[config.mk]
export PLATFORM = sky130hd
export DESIGN_NAME = uri_template_expression_parser_core
export DESIGN_NICKNAME = d
export VERILOG_FILES = /design/src/uritp_pkg.sv /design/src/uritp_classify.sv /design/src/uritp_fifo.sv /design/src/uritp_parse.sv /design/src/uri_template_expression_parser_core.sv
export SDC_FILE = /design/constraint.sdc
export NUM_CORES = 1
export LEC_CHECK = 0
export BUFFER_PORTS_ARGS = -buffer_cell sky130_fd_sc_hd__buf_4
export CAP_MARGIN = 25
export CORE_ASPECT_RATIO = 1.1
export CORE_UTILIZATION = 35
export DETAILED_ROUTE_END_ITERATION = 6
export RECOVER_POWER = 25
export SKIP_CTS_REPAIR_TIMING = 1
export SYNTH_ARGS = -nofsm -noshare
export SYNTH_HDL_FRONTEND = slang
export SYNTH_SLANG_ARGS = --single-unit
[constraint.sdc]
create_clock -name clk -period 7.1 [get_ports clk]
set_input_delay 1.42 -clock clk [delete_from_list [all_inputs] [get_ports clk]]
set_output_delay 1.42 -clock clk [all_outputs]
set_load 0.05 [all_outputs]
[src/uritp_pkg.sv]
// shared types and constants of the uri template expression parser
// no dependencies; used by every module of the block but uritp_fifo

package uritp_pkg;

    localparam logic [7:0] CH_PLUS   = 8'h2B;
    localparam logic [7:0] CH_HASH   = 8'h23;
    localparam logic [7:0] CH_DOT    = 8'h2E;
    localparam logic [7:0] CH_SLASH  = 8'h2F;
    localparam logic [7:0] CH_SEMI   = 8'h3B;
    localparam logic [7:0] CH_QUEST  = 8'h3F;
    localparam logic [7:0] CH_AMP    = 8'h26;
    localparam logic [7:0] CH_COMMA  = 8'h2C;
    localparam logic [7:0] CH_RBRACE = 8'h7D;
    localparam logic [7:0] CH_PCT    = 8'h25;
    localparam logic [7:0] CH_COLON  = 8'h3A;
    localparam logic [7:0] CH_STAR   = 8'h2A;
    localparam logic [7:0] CH_UNDER  = 8'h5F;
    localparam logic [7:0] CH_0      = 8'h30;
    localparam logic [7:0] CH_1      = 8'h31;
    localparam logic [7:0] CH_9      = 8'h39;
    localparam logic [7:0] CH_LA     = 8'h61;
    localparam logic [7:0] CH_LF     = 8'h66;
    localparam logic [7:0] CH_LZ     = 8'h7A;
    localparam logic [7:0] CH_UA     = 8'h41;
    localparam logic [7:0] CH_UF     = 8'h46;
    localparam logic [7:0] CH_UZ     = 8'h5A;

    localparam logic [2:0] OP_NONE  = 3'd0;
    localparam logic [2:0] OP_PLUS  = 3'd1;
    localparam logic [2:0] OP_HASH  = 3'd2;
    localparam logic [2:0] OP_DOT   = 3'd3;
    localparam logic [2:0] OP_SLASH = 3'd4;
    localparam logic [2:0] OP_SEMI  = 3'd5;
    localparam logic [2:0] OP_QUEST = 3'd6;
    localparam logic [2:0] OP_AMP   = 3'd7;

    localparam int PREFIX_MAX = 9999;

    typedef struct packed {
        logic       term;
        logic       last;
        logic       pct;
        logic       colon;
        logic       star;
        logic       name_ok;
        logic       hex;
        logic       digit;
        logic       nz_digit;
        logic [3:0] value;
        logic [2:0] op;
    } cls_t;

    typedef struct packed {
        logic [7:0]  name_len;
        logic [13:0] prefix_len;
        logic        explode;
        logic [2:0]  op_code;
        logic        expr_error;
        logic        last_var;
    } rec_t;

endpackage

[src/uritp_classify.sv]
// front end: sorts each input byte into the character classes the parser needs
// depends on uritp_pkg

module uritp_classify
    import uritp_pkg::*;
(
    input  logic [7:0] ch,
    output cls_t       cls
);

    logic is_dig;
    logic is_lo;
    logic is_up;

    always_comb
    begin
        is_dig = (ch >= CH_0) && (ch <= CH_9);
        is_lo  = (ch >= CH_LA) && (ch <= CH_LZ);
        is_up  = (ch >= CH_UA) && (ch <= CH_UZ);

        cls.term     = (ch == CH_COMMA) || (ch == CH_RBRACE);
        cls.last     = (ch == CH_RBRACE);
        cls.pct      = (ch == CH_PCT);
        cls.colon    = (ch == CH_COLON);
        cls.star     = (ch == CH_STAR);
        cls.name_ok  = is_dig || is_lo || is_up || (ch == CH_UNDER) || (ch == CH_DOT);
        cls.hex      = is_dig || ((ch >= CH_LA) && (ch <= CH_LF))
                       || ((ch >= CH_UA) && (ch <= CH_UF));
        cls.digit    = is_dig;
        cls.nz_digit = (ch >= CH_1) && (ch <= CH_9);
        cls.value    = ch[3:0];

        unique case (ch)
            CH_PLUS:  cls.op = OP_PLUS;
            CH_HASH:  cls.op = OP_HASH;
            CH_DOT:   cls.op = OP_DOT;
            CH_SLASH: cls.op = OP_SLASH;
            CH_SEMI:  cls.op = OP_SEMI;
            CH_QUEST: cls.op = OP_QUEST;
            CH_AMP:   cls.op = OP_AMP;
            default:  cls.op = OP_NONE;
        endcase
    end

endmodule

[src/uritp_fifo.sv]
// small register queue used between front and back and at the result side
// no dependencies

module uritp_fifo #(
    parameter int WIDTH = 8,
    parameter int DEPTH = 2
) (
    input  logic             clk,
    input  logic             rst_n,
    input  logic             wr_en,
    input  logic [WIDTH-1:0] wr_data,
    input  logic             rd_en,
    output logic [WIDTH-1:0] rd_data,
    output logic             full,
    output logic             empty
);

    localparam int PTR_W = (DEPTH > 1) ? $clog2(DEPTH) : 1;
    localparam int CNT_W = $clog2(DEPTH + 1);

    logic [WIDTH-1:0] mem_reg [DEPTH];
    logic [PTR_W-1:0] wr_ptr_reg;
    logic [PTR_W-1:0] wr_ptr_next;
    logic [PTR_W-1:0] rd_ptr_reg;
    logic [PTR_W-1:0] rd_ptr_next;
    logic [CNT_W-1:0] count_reg;
    logic [CNT_W-1:0] count_next;
    logic             do_wr;
    logic             do_rd;

    assign full    = (count_reg == CNT_W'(DEPTH));
    assign empty   = (count_reg == '0);
    assign do_wr   = wr_en && !full;
    assign do_rd   = rd_en && !empty;
    assign rd_data = mem_reg[rd_ptr_reg];

    always_comb
    begin
        wr_ptr_next = wr_ptr_reg;
        rd_ptr_next = rd_ptr_reg;
        count_next  = count_reg;
        if (do_wr)
        begin
            wr_ptr_next = (wr_ptr_reg == PTR_W'(DEPTH - 1)) ? '0 : wr_ptr_reg + 1'b1;
        end
        if (do_rd)
        begin
            rd_ptr_next = (rd_ptr_reg == PTR_W'(DEPTH - 1)) ? '0 : rd_ptr_reg + 1'b1;
        end
        if (do_wr && !do_rd)
        begin
            count_next = count_reg + 1'b1;
        end
        else if (do_rd && !do_wr)
        begin
            count_next = count_reg - 1'b1;
        end
    end

    always_ff @(posedge clk or negedge rst_n)
    begin
        if (!rst_n)
        begin
            wr_ptr_reg <= '0;
            rd_ptr_reg <= '0;
            count_reg  <= '0;
        end
        else
        begin
            wr_ptr_reg <= wr_ptr_next;
            rd_ptr_reg <= rd_ptr_next;
            count_reg  <= count_next;
        end
    end

    always_ff @(posedge clk)
    begin
        if (do_wr)
        begin
            mem_reg[wr_ptr_reg] <= wr_data;
        end
    end

endmodule

[src/uritp_parse.sv]
// back end: expression state machine, one classified byte per beat, builds records
// depends on uritp_pkg

module uritp_parse
    import uritp_pkg::*;
#(
    parameter int NAME_LEN_BITS = 8
) (
    input  logic clk,
    input  logic rst_n,
    input  logic fire,
    input  cls_t cls,
    output logic rec_valid,
    output rec_t rec
);

    localparam int CNT_W = (NAME_LEN_BITS < 8) ? NAME_LEN_BITS : 8;
    localparam logic [2:0] MAX_DIGITS  = 3'd4;
    localparam logic [2:0] DIGITS_OVER = 3'd5;

    typedef enum logic [2:0] {
        PH_START,
        PH_NAME,
        PH_HEX,
        PH_PFX_FIRST,
        PH_PFX_DIGITS,
        PH_STAR,
        PH_SKIP
    } phase_t;

    phase_t           phase_reg;
    phase_t           phase_next;
    logic [2:0]       op_reg;
    logic [2:0]       op_next;
    logic             err_reg;
    logic             err_next;
    logic [CNT_W-1:0] name_count_reg;
    logic [CNT_W-1:0] name_count_next;
    logic [13:0]      prefix_acc_reg;
    logic [13:0]      prefix_acc_next;
    logic [2:0]       digit_count_reg;
    logic [2:0]       digit_count_next;
    logic             explode_reg;
    logic             explode_next;
    logic [1:0]       hex_left_reg;
    logic [1:0]       hex_left_next;
    logic             do_name;
    logic             do_emit;
    logic             count_inc;

    always_comb
    begin
        phase_next       = phase_reg;
        op_next          = op_reg;
        err_next         = err_reg;
        name_count_next  = name_count_reg;
        prefix_acc_next  = prefix_acc_reg;
        digit_count_next = digit_count_reg;
        explode_next     = explode_reg;
        hex_left_next    = hex_left_reg;
        do_name          = 1'b0;
        do_emit          = 1'b0;
        count_inc        = 1'b0;
        rec              = '0;

        unique case (phase_reg)
            PH_START:
            begin
                if (cls.op != OP_NONE)
                begin
                    op_next    = cls.op;
                    phase_next = PH_NAME;
                end
                else
                begin
                    do_name = 1'b1;
                end
            end
            PH_HEX:
            begin
                if (cls.hex)
                begin
                    count_inc     = 1'b1;
                    hex_left_next = hex_left_reg - 1'b1;
                    if (hex_left_reg == 2'd1)
                    begin
                        phase_next = PH_NAME;
                    end
                end
                else
                begin
                    err_next      = 1'b1;
                    hex_left_next = '0;
                    do_name       = 1'b1;
                end
            end
            PH_PFX_FIRST:
            begin
                if (cls.nz_digit)
                begin
                    prefix_acc_next  = 14'(cls.value);
                    digit_count_next = 3'd1;
                    phase_next       = PH_PFX_DIGITS;
                end
                else
                begin
                    err_next        = 1'b1;
                    prefix_acc_next = '0;
                    if (cls.term)
                    begin
                        do_emit = 1'b1;
                    end
                    else
                    begin
                        phase_next = PH_SKIP;
                    end
                end
            end
            PH_PFX_DIGITS:
            begin
                if (cls.digit)
                begin
                    if (digit_count_reg < MAX_DIGITS)
                    begin
                        prefix_acc_next  = 14'({prefix_acc_reg, 3'b000})
                                           + 14'({prefix_acc_reg, 1'b0})
                                           + 14'(cls.value);
                        digit_count_next = digit_count_reg + 1'b1;
                    end
                    else
                    begin
                        err_next         = 1'b1;
                        prefix_acc_next  = '0;
                        digit_count_next = DIGITS_OVER;
                    end
                end
                else if (cls.term)
                begin
                    do_emit = 1'b1;
                end
                else
                begin
                    err_next        = 1'b1;
                    prefix_acc_next = '0;
                    phase_next      = PH_SKIP;
                end
            end
            PH_STAR:
            begin
                if (cls.term)
                begin
                    explode_next = 1'b1;
                    do_emit      = 1'b1;
                end
                else
                begin
                    err_next   = 1'b1;
                    phase_next = PH_SKIP;
                end
            end
            PH_SKIP:
            begin
                if (cls.term)
                begin
                    do_emit = 1'b1;
                end
                else
                begin
                    err_next = 1'b1;
                end
            end
            default:
            begin
                do_name = 1'b1;
            end
        endcase

        // ordinary name byte handling
        if (do_name)
        begin
            phase_next = PH_NAME;
            if (cls.term)
            begin
                do_emit = 1'b1;
            end
            else if (cls.pct)
            begin
                count_inc     = 1'b1;
                hex_left_next = 2'd2;
                phase_next    = PH_HEX;
            end
            else if (cls.colon)
            begin
                phase_next = PH_PFX_FIRST;
            end
            else if (cls.star)
            begin
                phase_next = PH_STAR;
            end
            else
            begin
                if (!cls.name_ok)
                begin
                    err_next = 1'b1;
                end
                count_inc = 1'b1;
            end
        end

        // saturating name length
        if (count_inc && (name_count_reg != '1))
        begin
            name_count_next = name_count_reg + 1'b1;
        end

        if (do_emit)
        begin
            rec.name_len     = 8'(name_count_next);
            rec.prefix_len   = prefix_acc_next;
            rec.explode      = explode_next;
            rec.op_code      = op_next;
            rec.expr_error   = err_next;
            rec.last_var     = cls.last;
            name_count_next  = '0;
            prefix_acc_next  = '0;
            digit_count_next = '0;
            explode_next     = 1'b0;
            hex_left_next    = '0;
            if (cls.last)
            begin
                phase_next = PH_START;
                op_next    = OP_NONE;
                err_next   = 1'b0;
            end
            else
            begin
                phase_next = PH_NAME;
            end
        end
    end

    assign rec_valid = fire && do_emit;

    always_ff @(posedge clk or negedge rst_n)
    begin
        if (!rst_n)
        begin
            phase_reg       <= PH_START;
            op_reg          <= OP_NONE;
            err_reg         <= 1'b0;
            name_count_reg  <= '0;
            prefix_acc_reg  <= '0;
            digit_count_reg <= '0;
            explode_reg     <= 1'b0;
            hex_left_reg    <= '0;
        end
        else if (fire)
        begin
            phase_reg       <= phase_next;
            op_reg          <= op_next;
            err_reg         <= err_next;
            name_count_reg  <= name_count_next;
            prefix_acc_reg  <= prefix_acc_next;
            digit_count_reg <= digit_count_next;
            explode_reg     <= explode_next;
            hex_left_reg    <= hex_left_next;
        end
    end

endmodule

[src/uri_template_expression_parser_core.sv]
// Streaming parser for the body of one URI template expression.
// Input channel: push/full, one byte of the expression body per beat on ch,
// the body closed by a right brace. A beat is taken when push is high and
// full is low.
// Result channel: empty/pop. Each comma or right brace yields one variable
// record (name_len, prefix_len, explode, op_code, expr_error, last_var);
// other bytes yield none. The oldest record sits on the ports while empty
// is low and leaves on a clock edge with pop high.
// A byte passes the front queue, the back end and then the result queue.
// Throughput: one byte per cycle while the result queue has room, set by the
// state update in the back end; the front queue and the result queue each hold
// two beats. When the result queue fills, the back end stops, the front queue
// fills and full rises; nothing is dropped.
// Reset (rst_n low, asynchronous) empties both queues and returns the parser
// to the start of an expression.
// depends on uritp_pkg, uritp_classify, uritp_fifo, uritp_parse

module uri_template_expression_parser_core
    import uritp_pkg::*;
#(
    parameter int NAME_LEN_BITS = 8
) (
    input  logic        clk,
    input  logic        rst_n,
    input  logic        push,
    output logic        full,
    input  logic [7:0]  ch,
    input  logic        pop,
    output logic        empty,
    output logic [7:0]  name_len,
    output logic [13:0] prefix_len,
    output logic        explode,
    output logic [2:0]  op_code,
    output logic        expr_error,
    output logic        last_var
);

    localparam int QUEUE_DEPTH = 2;

    cls_t in_cls;
    cls_t mid_cls;
    logic mid_empty;
    logic out_full;
    logic fire;
    logic rec_valid;
    rec_t rec;
    rec_t out_rec;

    uritp_classify u_classify (
        .ch  (ch),
        .cls (in_cls)
    );

    uritp_fifo #(
        .WIDTH ($bits(cls_t)),
        .DEPTH (QUEUE_DEPTH)
    ) u_mid_fifo (
        .clk     (clk),
        .rst_n   (rst_n),
        .wr_en   (push),
        .wr_data (in_cls),
        .rd_en   (fire),
        .rd_data (mid_cls),
        .full    (full),
        .empty   (mid_empty)
    );

    assign fire = !mid_empty && !out_full;

    uritp_parse #(
        .NAME_LEN_BITS (NAME_LEN_BITS)
    ) u_parse (
        .clk       (clk),
        .rst_n     (rst_n),
        .fire      (fire),
        .cls       (mid_cls),
        .rec_valid (rec_valid),
        .rec       (rec)
    );

    uritp_fifo #(
        .WIDTH ($bits(rec_t)),
        .DEPTH (QUEUE_DEPTH)
    ) u_out_fifo (
        .clk     (clk),
        .rst_n   (rst_n),
        .wr_en   (rec_valid),
        .wr_data (rec),
        .rd_en   (pop),
        .rd_data (out_rec),
        .full    (out_full),
        .empty   (empty)
    );

    assign name_len   = out_rec.name_len;
    assign prefix_len = out_rec.prefix_len;
    assign explode    = out_rec.explode;
    assign op_code    = out_rec.op_code;
    assign expr_error = out_rec.expr_error;
    assign last_var   = out_rec.last_var;

endmodule

==> flow_summary.json, run 1 <==
{
  "status": "finished, violations left",
  "violations": "capacitance limit, slew limit",
  "ys_warn_count": 0,
  "hold_viol": 0,
  "rows": 53,
  "synth-seq-cells": 131,
  "globalplace.congestion": 0.900,
  "p_per_area_nw_per_um2": 450,
  "timing.rr.start": "u_mid_fifo.rd_ptr_reg",
  "core_area_um2": 19200,
  "syn_avg_cell_area_um2": 11.4,
  "nets": 682,
  "start_util_pct": 35.9,
  "clk_latency_ns": 0.42,
  "max_freq_ghz": 0.267,
  "synth_enable_flop_cells": 88,
  "wl_um": 14300,
  "worstPathRequired_ns": 7.26,
  "cts.sinks": 131,
  "track_usage_pct": 14.9,
  "relSlewSlack_pct": -67.8,
  "r2r_slack_ns": 3.35,
  "drtIter0Drc": 327,
  "ir_worst_vdd_v": 0.000222,
  "cap_violations": 1,
  "hold_class": "reg -> reg",
  "period_share_pct": 52.8,
  "grt_max_degree": 44,
  "cts_max_level": 4,
  "clock_skew_ns": 0.00733,
  "die_h_um": 149,
  "remaining_drc_errors": 0,
  "final.setup.tns_ns": 0,
  "period_needed_ns": 3.75,
  "syn_inst": 602,
  "fill_cells": 1770,
  "syn_area_um2": 6890,
  "fp.dieW_um": 136,
  "synthArstFlopShare_pct": 32.8,
  "rsz0062_at_grt": "no",
  "clkSlewWorstSetupHoldPaths_ns": 0.06,
  "cp_max_fo": 11,
  "grt_pass1_wl_um": 23200,
  "startpoint": "u_mid_fifo.rd_ptr_reg",
  "worst_pin_slew_ns": 2.52,
  "ant_nets": 0,
  "die_area_um2": 20200,
  "slew_violations": 44,
  "area_growth_pct": 16.1,
  "crit_path_end_kind": "flop",
  "drive_gt1_share_pct": 19.6,
  "critPathLaunchType": "flop",
  "yosysSeqAreaShare_pct": 54.0,
  "largest_reg_flops": 56,
  "multiInputGateArea_um2": 2980,
  "fin_ws_ns": 3.35,
  "grt_pass1_vias": 4681,
  "cts_buffer_depth": 2,
  "crit_path_end": "u_out_fifo.mem_reg[1][16]",
  "p_leak_nw": 3.08,
  "synth_fp_nets": 643,
  "cp.arrival_ns": 3.91,
  "pre_cts_slack_ns": 2.93,
  "cts_root_buf": "clkbuf_16",
  "num_vias": 4798,
  "io_buffers": 41,
  "antennaDiodeCount": 0,
  "finalSetupViolations": 0,
  "cts_buffers": 17,
  "vias_per_cell": 5.33,
  "worstSetupPathType": "reg -> reg",
  "dp_hpwl_um": 10000,
  "reg2reg_to": "u_out_fifo.mem_reg[1][16]",
  "wl_per_cell_um": 15.8,
  "io_pins": 42,
  "synth_flop_cell": "edfxtp_1",
  "antenna_found_initial": 0,
  "synth.distinct_cells": 72,
  "whs_ns": 0.490,
  "cts_tree": "yes",
  "first_pass_iters": 5,
  "r2r_cells": 10,
  "seqCellArea_um2": 3720,
  "grt_overflow": 0
}
where the power goes:
| part | switching (mW) | internal (mW) | total, mW |
|---|---|---|---|
| clock | 0.318 | 0.512 | 0.830 |
| sequential | 0.131 | 1.06 | 1.19 |
| combinational | 1.05 | 0.531 | 1.59 |
| total | 1.50 | 2.10 | 3.60 |
worst min path at each step:
stage	from	to	depth (start not counted)
6_report	u_parse.hex_left_reg[0]	u_parse.hex_left_reg[0]	1
5_1_grt	u_parse.op_reg[0]	u_parse.op_reg[0]	2
4_1_cts	u_parse.op_reg[0]	u_parse.op_reg[0]	2
3_5_place_dp	u_parse.op_reg[1]	u_parse.op_reg[1]	2
3_3_place_gp	u_parse.hex_left_reg[0]	u_parse.hex_left_reg[0]	1
2_1_floorplan	u_parse.hex_left_reg[0]	u_parse.hex_left_reg[0]	1
final cells by class:
class                           instances  share of cell area [%]
Sequential cell                       131                    46.5
Multi-Input combinational cell        423                    37.2
Clock buffer                           18                    5.36
Timing Repair Buffer                   50                    4.50
Tap cell                              247                    3.86
Clock inverter                         14                    1.72
Inverter                               18                   0.845
worst max-delay path: stages, from the launching register on:
cell and delay [ns]:
dfrtp_1 0.63, mux2_2 0.42, ha_1 0.28, ha_1 0.23
fa_1 0.41, a21oi_1 0.15, nor2b_1 0.09, a311oi_1 0.56
a21oi_1 0.21, nor3b_1 0.19, o31a_1 0.32
synth_stat cells (all sizes together) (5+ instances only):
master | n | area share [%]
a21oi | 32 | 2.4
a22oi | 7 | 0.84
and3 | 7 | 0.64
buf | 11 | 0.84
clkbuf | 19 | 1.0
dfrtp | 43 | 16
edfxtp | 88 | 38
ha | 27 | 4.9
inv | 18 | 0.98
mux2 | 38 | 6.2
mux2i | 8 | 1.2
nand2 | 44 | 2.4
nand2b | 5 | 0.45
nand3 | 13 | 0.94
nand4 | 7 | 0.64
nor2 | 64 | 3.5
nor2b | 7 | 0.64
nor3 | 14 | 1.2
o211ai | 7 | 0.76
o21a | 8 | 0.87
o21ai | 26 | 2.0
o2bb2ai | 5 | 0.64
o31ai | 7 | 0.76
xnor2 | 15 | 1.9
xor2 | 8 | 1.0
cell families after synthesis:
logic type      Yosys count  synth area share [%]
xor+xnor                 23                  2.92
buf+inv                  48                  2.85
mux                      46                  7.43
simple gates            190                  13.7
flops                   131                  54.0
fa+ha+maj                29                  5.49
compound gates          135                  13.7
layer usage:
layer,up-vias,GRT usage [%],part of all wire [%]
met4,0,5.79,2.2
met1,2321,18.1,45
met5,-,0,0
met2,119,24.9,49
met3,23,3.84,4.4
li1,2335,-,-
through the flow:
step	instance area (um2)	util (%)	power, mW	std cells
finish	8000	41.7	3.60	901
global placement	7430	38.7	2.73	866
floorplan	6890	-	2.35	602
CTS	7990	41.7	3.62	898
global route	8000	41.7	3.81	901
detailed placement	7430	38.7	2.78	866
layout by cell type, fill, tap and decap left out, types with 12 or more instances in the layout:
master	Yosys	final
dfrtp_1	43	43
mux2_2	38	38
a21oi_1	31	31
buf_4	3	39
nand3_1	13	13
inv_1	18	18
clkbuf_16	0	17
nor2_1	64	62
o21ai_0	20	20
xnor2_1	15	15
ha_1	27	27
nor3_1	12	12
edfxtp_1	88	88
nand2_1	44	44
Power figures use the tool's default switching activity.
==> run 2, diff against run 1 <==
==> constraint.sdc (replaced) <==
create_clock -name clk -period 3.59 [get_ports clk]
set_input_delay 0.718 -clock clk [delete_from_list [all_inputs] [get_ports clk]]
set_output_delay 0.718 -clock clk [all_outputs]
set_load 0.05 [all_outputs]
==> flow_summary.json, run 2 (synthesis results as in run 1) <==
{
  "hold_viol": 0,
  "clock_skew_ns": 0.00503,
  "cts.sinks": 131,
  "period_needed_ns": 3.31,
  "rsz0062_at_grt": "no",
  "relSlewSlack_pct": -71.0,
  "io_buffers": 41,
  "start_util_pct": 35.9,
  "clkSlewWorstSetupHoldPaths_ns": 0.06,
  "die_h_um": 149,
  "remaining_drc_errors": 0,
  "cap_violations": 1,
  "grt_pass1_vias": 4874,
  "max_freq_ghz": 0.302,
  "dp.cells": 875,
  "vias_per_cell": 5.34,
  "dp_hpwl_um": 10300,
  "worstSetupPathType": "reg -> reg",
  "p_leak_nw": 3.12,
  "pre_cts_slack_ns": 0.326,
  "r2r_slack_ns": 0.28,
  "layout_common_cells": "edfxtp_1 (88), nor2_1 (62), buf_4 (51)",
  "fp.dieW_um": 136,
  "num_vias": 4845,
  "final.setup.tns_ns": 0,
  "drive_gt1_share_pct": 20.3,
  "area_growth_pct": 17.1,
  "grt_pass1_wl_um": 24200,
  "cts_max_level": 4,
  "globalplace.congestion": 0.902,
  "clk_latency_ns": 0.42,
  "crit_chain": "mux2_2 > ha_1 > ha_1 > fa_1 > a21oi_1 > nor2b_1 > a311oi_1 > a21oi_1 > nor3b_1 > o31a_1",
  "finalSetupViolations": 0,
  "cts_buffer_depth": 2,
  "core_area_um2": 19200,
  "ant_nets": 0,
  "grt_max_degree": 44,
  "crit_path_top_delay_cell": "dfrtp_1",
  "status": "finished, violations left",
  "antenna_found_initial": 0,
  "drtIter0Drc": 266,
  "ir_worst_vdd_v": 0.000527,
  "cts_tree": "yes",
  "slew_violations": 44,
  "cts_buffers": 17,
  "io_pins": 42,
  "critPathMaxStageDelay_ns": 0.51,
  "wl_per_cell_um": 16.0,
  "rows": 53,
  "dpl_cell_area_um2": 7490,
  "largest_reg_flops": 56,
  "track_usage_pct": 15.4,
  "violations": "capacitance limit, slew limit",
  "cp.arrival_ns": 3.47,
  "antennaDiodeCount": 0,
  "die_area_um2": 20200,
  "p_per_area_nw_per_um2": 894,
  "final_cell_area_um2": 8070,
  "cts_root_buf": "clkbuf_16",
  "fin_ws_ns": 0.281,
  "grt_overflow": 0,
  "first_pass_iters": 5,
  "hold_class": "reg -> reg",
  "layout_commonest_cell": "edfxtp_1",
  "cp_max_fo": 7,
  "period_share_pct": 92.2,
  "crit_path_end_kind": "flop",
  "fin_cells": 907,
  "nets": 688,
  "wl_um": 14500,
  "worst_pin_slew_ns": 2.56,
  "worstPathRequired_ns": 3.75,
  "whs_ns": 0.489,
  "critPathLaunchType": "flop"
}
==> run 2: final cells by class <==
cell class              instances  area, um2
fillers                      1738      11100
well taps                     247        309
inverters                      18       67.6
clock inverters                14        163
multi-input cells             423       2980
repair buffers                 56        402
clock buffers                  18        429
flip-flops and latches        131       3720
==> run 2: per-stage QoR <==
| step | utilization [%] | power [mW] |
|---|---|---|
| floorplan | - | 4.66 |
| finish | 42.1 | 7.21 |
| global placement | 39.1 | 5.47 |
| global route | 42.1 | 7.65 |
| CTS | 42.2 | 7.29 |
| detailed placement | 39.1 | 5.54 |
==> run 2: routing by layer <==
layer / wire length, um / up-vias / GRT usage (%)
met3: 527 / 28 / 3.60
met4: 360 / 0 / 6.40
li1: - / 2350 / -
met2: 7100 / 101 / 25.9
met5: 0 / - / 0
met1: 6500 / 2366 / 18.8
==> run 2: path summary, 6_finish.rpt <==
kind,from,depth (start not counted),to
setup / recovery,u_mid_fifo.rd_ptr_reg,10,u_out_fifo.mem_reg[0][16]
setup reg to reg,u_mid_fifo.rd_ptr_reg,10,u_out_fifo.mem_reg[0][16]
hold reg to reg,u_parse.hex_left_reg[0],1,u_parse.hex_left_reg[0]
hold / removal,u_parse.hex_left_reg[0],1,u_parse.hex_left_reg[0]
max in group asynchronous,rst_n,1,u_out_fifo.rd_ptr_reg
min in group asynchronous,rst_n,1,u_parse.prefix_acc_reg[8]
==> run 2: worst max-delay path, delay by kind of cell (launching register included) <==
kind | cells | cell delay [ns]
flip-flops | 1 | 0.51
AND/OR/NAND/NOR | 2 | 0.26
AO/OA/AOI/OAI | 4 | 0.98
adder cells (fa/ha/maj) | 3 | 0.92
multiplexers | 1 | 0.40
==> run 2: report_power, final <==
part           internal [mW]  switching (mW)  total [mW]
Clock                   1.08           0.635        1.72
Combinational           1.09            2.09        3.18
Sequential              2.09           0.231        2.32
Total                   4.26            2.95        7.21
